### src/mpsm_pkg.sv
// shared constants, codes and types of the multi-pattern string matcher
// no dependencies; imported by every other file of the block
`default_nettype none
package mpsm_pkg;

  localparam int MAX_STATES    = 512;
  localparam int ALPHABET_SIZE = 26;
  localparam int MAX_WORDS     = 16;
  localparam int POS_W         = 32;
  localparam int STATE_W       = $clog2(MAX_STATES);
  localparam int CNT_W         = STATE_W + 1;
  localparam int SYM_W         = 5;
  localparam int CMD_W         = 3;
  localparam int KIND_W        = 3;
  localparam int WORD_W        = $clog2(MAX_WORDS);
  localparam int WCNT_W        = WORD_W + 1;
  localparam int LEN_W         = STATE_W;
  localparam int GT_DEPTH      = MAX_STATES * ALPHABET_SIZE;
  localparam int GT_AW         = $clog2(GT_DEPTH);

  localparam logic [CMD_W-1:0] CMD_CLEAR   = 3'd0;
  localparam logic [CMD_W-1:0] CMD_PATTERN = 3'd1;
  localparam logic [CMD_W-1:0] CMD_EOW     = 3'd2;
  localparam logic [CMD_W-1:0] CMD_BUILD   = 3'd3;
  localparam logic [CMD_W-1:0] CMD_TEXT    = 3'd4;
  localparam logic [CMD_W-1:0] CMD_RESTART = 3'd5;

  typedef enum logic [KIND_W-1:0] {
    KIND_MATCH      = 3'd0,
    KIND_BUILD_DONE = 3'd1,
    KIND_FULL       = 3'd2,
    KIND_TOO_MANY   = 3'd3,
    KIND_EMPTY      = 3'd4,
    KIND_WRONG      = 3'd5
  } kind_t;

  typedef enum logic [2:0] {
    OP_CLEAR   = 3'd0,
    OP_PATTERN = 3'd1,
    OP_EOW     = 3'd2,
    OP_BUILD   = 3'd3,
    OP_TEXT    = 3'd4,
    OP_RESTART = 3'd5
  } op_t;

  typedef struct packed {
    op_t              op;
    logic [SYM_W-1:0] sym;
    logic             sym_ok;
  } item_t;

endpackage
`default_nettype wire

### src/mpsm_front.sv
// front end: accepts input transactions, decodes the command and queues them
// depends on mpsm_pkg
`default_nettype none
module mpsm_front
  import mpsm_pkg::*;
(
  input  wire logic             clk,
  input  wire logic             rst,
  input  wire logic             in_valid,
  output logic                  in_ready,
  input  wire logic [CMD_W-1:0] command,
  input  wire logic [SYM_W-1:0] symbol,
  output logic                  item_valid,
  input  wire logic             item_ready,
  output item_t                 item
);

  item_t      entries [2];
  logic       wr_ptr;
  logic       rd_ptr;
  logic [1:0] count;
  item_t      dec;
  logic       known;
  logic       push;
  logic       pop;

  always_comb begin
    dec.sym    = symbol;
    dec.sym_ok = (symbol < SYM_W'(ALPHABET_SIZE));
    dec.op     = OP_CLEAR;
    known      = 1'b1;
    unique case (command)
      CMD_CLEAR:   dec.op = OP_CLEAR;
      CMD_PATTERN: dec.op = OP_PATTERN;
      CMD_EOW:     dec.op = OP_EOW;
      CMD_BUILD:   dec.op = OP_BUILD;
      CMD_TEXT:    dec.op = OP_TEXT;
      CMD_RESTART: dec.op = OP_RESTART;
      default:     known = 1'b0;
    endcase
  end

  assign in_ready   = (count != 2'd2);
  assign item_valid = (count != 2'd0);
  assign item       = entries[rd_ptr];
  // unused commands are taken and dropped here
  assign push       = in_valid && in_ready && known;
  assign pop        = item_valid && item_ready;

  always_ff @(posedge clk) begin
    if (push) begin
      entries[wr_ptr] <= dec;
    end
    if (rst) begin
      wr_ptr <= 1'b0;
      rd_ptr <= 1'b0;
      count  <= 2'd0;
    end else begin
      if (push) wr_ptr <= ~wr_ptr;
      if (pop) rd_ptr <= ~rd_ptr;
      count <= count + 2'(push) - 2'(pop);
    end
  end

endmodule
`default_nettype wire

### config.mk
export PLATFORM = sky130hd
export DESIGN_NAME = mpsm_front
export DESIGN_NICKNAME = d
export VERILOG_FILES = /design/src/mpsm_pkg.sv /design/src/mpsm_front.sv
export SDC_FILE = /design/constraint.sdc
export NUM_CORES = 1
export LEC_CHECK = 0
export BUFFER_PORTS_ARGS = -buffer_cell sky130_fd_sc_hd__buf_4
export CORE_MARGIN = 2
export CORE_UTILIZATION = 40
export CTS_CLUSTER_DIAMETER = 50
export DETAILED_ROUTE_END_ITERATION = 10
export GPL_TIMING_DRIVEN = 0
export SYNTH_ARGS = -nofsm -noshare
export SYNTH_HDL_FRONTEND = slang
export SYNTH_SLANG_ARGS = --single-unit
### constraint.sdc
create_clock -name clk -period 1.71 [get_ports clk]
set_input_delay 0.2565 -clock clk [delete_from_list [all_inputs] [get_ports clk]]
set_output_delay 0.2565 -clock clk [all_outputs]
set_load 0.01 [all_outputs]
==> results.txt <==
setup violators final: 0
chip height: 52.3 um
final WL: 1.37 mm
drt wl/cell: 12.1 um
postcts setup bufs: 0
Final Cell Area: 1170 um^2
Yosys cell types: 19
Slew Viols, Final: 0
Syn. warnings: 0
crit path capture: item[6]
Comb pwr share: 37.3%
pre-CTS setup slack: 0.0663 ns
Reg clk slew, reported paths: 0.11 ns
I/O pins: 23
Hold Fails Final Rpt: 0
vias per cell: 4.73
post-synth net total: 73
Worst Skew: 0.00318 ns
CP Max Fanout: 9
Leak: 0.461 nW
GRT Overall Usage: 11.9%
sequential share of power: 48.1%
CP Class: reg -> out
1st-iter DRT viols: 4
crit path cell chain: buf_2 > mux2_2 > buf_4
reg2reg start: count[0]
Skew-Pair Late Insertion Delay: 0.29 ns
total CTS buffers: 3
Crit path max-delay family: buffers and inverters
WP depth: 3
Root Driver: clkbuf_4
DRC Markers: 0
Post-DRT Antenna Nets: 0
Hold WC Path Type: in -> reg
die area: 2730 um^2
R2R cell count: 3
clock buffer depth: 2
Int Pwr: 1.13 mW
max-slew headroom at the worst pin: 44.9%
area grow syn2layout: 25.2%
f_max: 0.619 GHz
most common cell after layout, fill and taps aside: buf_4
vias in the first global route: 535
RR Endpoint: entries[1][4]
dpl cell area: 1130 um^2
Hold Crit Start: symbol[0]
Cell Pwr Density: 1360 nW/um^2
Worst path slowest cell: mux2_2
crit path DAT: 1.36 ns
status: completed
synthesized area per cell: 15.8 um^2
RD Place Congestion: 0.649
Starting Density: 42.1%
Worst Path Required: 1.45 ns
Synth Instances: 59
CTS sink cnt: 23
Synth Register Bits: 23
IR drop worst, VDD: 674 uV
grt ovf: 0
Detailed Routing Iterations Pass 1: 2
post-synthesis sequential area ratio: 68.7%
first-pass GRT wire length: 2.29 mm
# diodes: 0
Clk pwr share: 14.6%
layout cell share with drive strength beyond 1: 51.8%
max incr delay on CP: 0.37 ns
min Tclk post-route: 1.61 ns
number of port buffers: 22
RSZ-0062 raised after global routing: true
P_sw: 0.459 mW
Core Area: 2210 um^2
CTS H-tree depth: 1
WHS: 0.146 ns
pin count of the biggest net entering global routing: 14
Fin Setup TNS: 0 ns
Worst Tran Pin Value: 0.823 ns
synthesized area: 932 um^2
Row Count: 17
net count reported at finish: 100
DR vias: 535
critical path endpoint category: output pin
WP buf/inv: 2
Net Sw Frac: 28.8%
Worst setup SP type: flip-flop
flop2flop setup slack: 0.12 ns
MaxCap Viol Count: 0
fin crit share: 94.4%
final worst slack: 0.0957 ns
initial antenna violation count: 0
Chip Width: 52.3 um
CTS tree: built
most frequent cells in the layout: buf_4 (22), edfxtp_1 (18), mux2_2 (9), nor2_1 (7)
Yosys cell counts, drive strengths merged:
| cell type | count | area (um^2) |
|---|---|---|
| buf | 1 | 5.00 |
| ha | 2 | 25.0 |
| nand2 | 1 | 3.75 |
| edfxtp | 18 | 541 |
| xnor2 | 1 | 8.76 |
| xor2 | 1 | 8.76 |
| and2 | 2 | 12.5 |
| dfxtp | 5 | 100 |
| o21a | 1 | 8.76 |
| nand3 | 1 | 17.5 |
| nand2b | 1 | 13.8 |
| nor2 | 7 | 26.3 |
| nor3 | 1 | 5.00 |
| mux2 | 10 | 116 |
| inv | 2 | 7.51 |
| o211ai | 1 | 7.51 |
| or2 | 1 | 6.26 |
| nor2b | 3 | 18.8 |
kinds of logic after synthesis:
| logic type | Yosys count | synth area share, % |
|---|---|---|
| flops | 23 | 68.7 |
| compound gates | 2 | 1.75 |
| fa+ha+maj | 2 | 2.68 |
| buf+inv | 3 | 1.34 |
| simple gates | 17 | 11.1 |
| mux | 10 | 12.5 |
| xor+xnor | 2 | 1.88 |
worst min-delay path by stage:
stage                    endpoint  slack [ns]  cells past startpoint
finish              entries[0][1]        0.15                      1
global route        entries[0][1]        0.12                      1
CTS                 entries[0][1]        0.13                      1
detailed placement  entries[0][1]        0.45                      1
global placement    entries[1][1]        0.44                      1
floorplan                count[0]        0.33                      1
worst register-to-register path: cells and delay by family (launching register included):
family           cells  cell delay [ns]
AND/OR/NAND/NOR      3             0.87
flip-flops           1             0.37
area by class of cell:
cell class / count / area [um^2]
fillers: 206 / 1040
flip-flops and latches: 23 / 643
multi-input cells: 33 / 284
repair buffers: 22 / 165
well taps: 28 / 35.0
clock buffers: 3 / 22.5
inverters: 2 / 7.51
clock inverters: 1 / 5.00
plain buffers: 1 / 5.00
sequential cells by signal, summed over array words and instances (netlist names), named ones only:
name / flops
entries: 18
count: 2
rd_ptr: 1
wr_ptr: 1
per-layer routing:
metal  wire length (um)  track usage, %
met1                591            13.1
met2                701            21.1
met3                 64            2.57
met4                 12            6.41
met5                  0               0
stage by stage:
stage | utilization (%) | total power, mW | instances
CTS | 52.4 | 1.61 | 113
global placement | 51.2 | 1.36 | 109
finish | 52.8 | 1.59 | 113
detailed placement | 51.2 | 1.37 | 109
global route | 52.8 | 1.71 | 113
floorplan | - | 1.14 | 59
power by group through the flow:
stage / Clock, mW / Combinational [mW] / Sequential [mW]
after floorplan: 0 / 0.376 / 0.763
after global placement: 0 / 0.586 / 0.771
after detailed placement: 0 / 0.593 / 0.776
after CTS: 0.243 / 0.599 / 0.764
after global routing: 0.269 / 0.657 / 0.782
final: 0.232 / 0.595 / 0.767
timing repair:
item | CTS | global route
hold endpoints to repair | 0 | 0
resized for setup | 0 | 3
hold buffers | 0 | 0
setup endpoints to repair | 0 | 19
No activity file was read; power rests on OpenSTA's default activity.
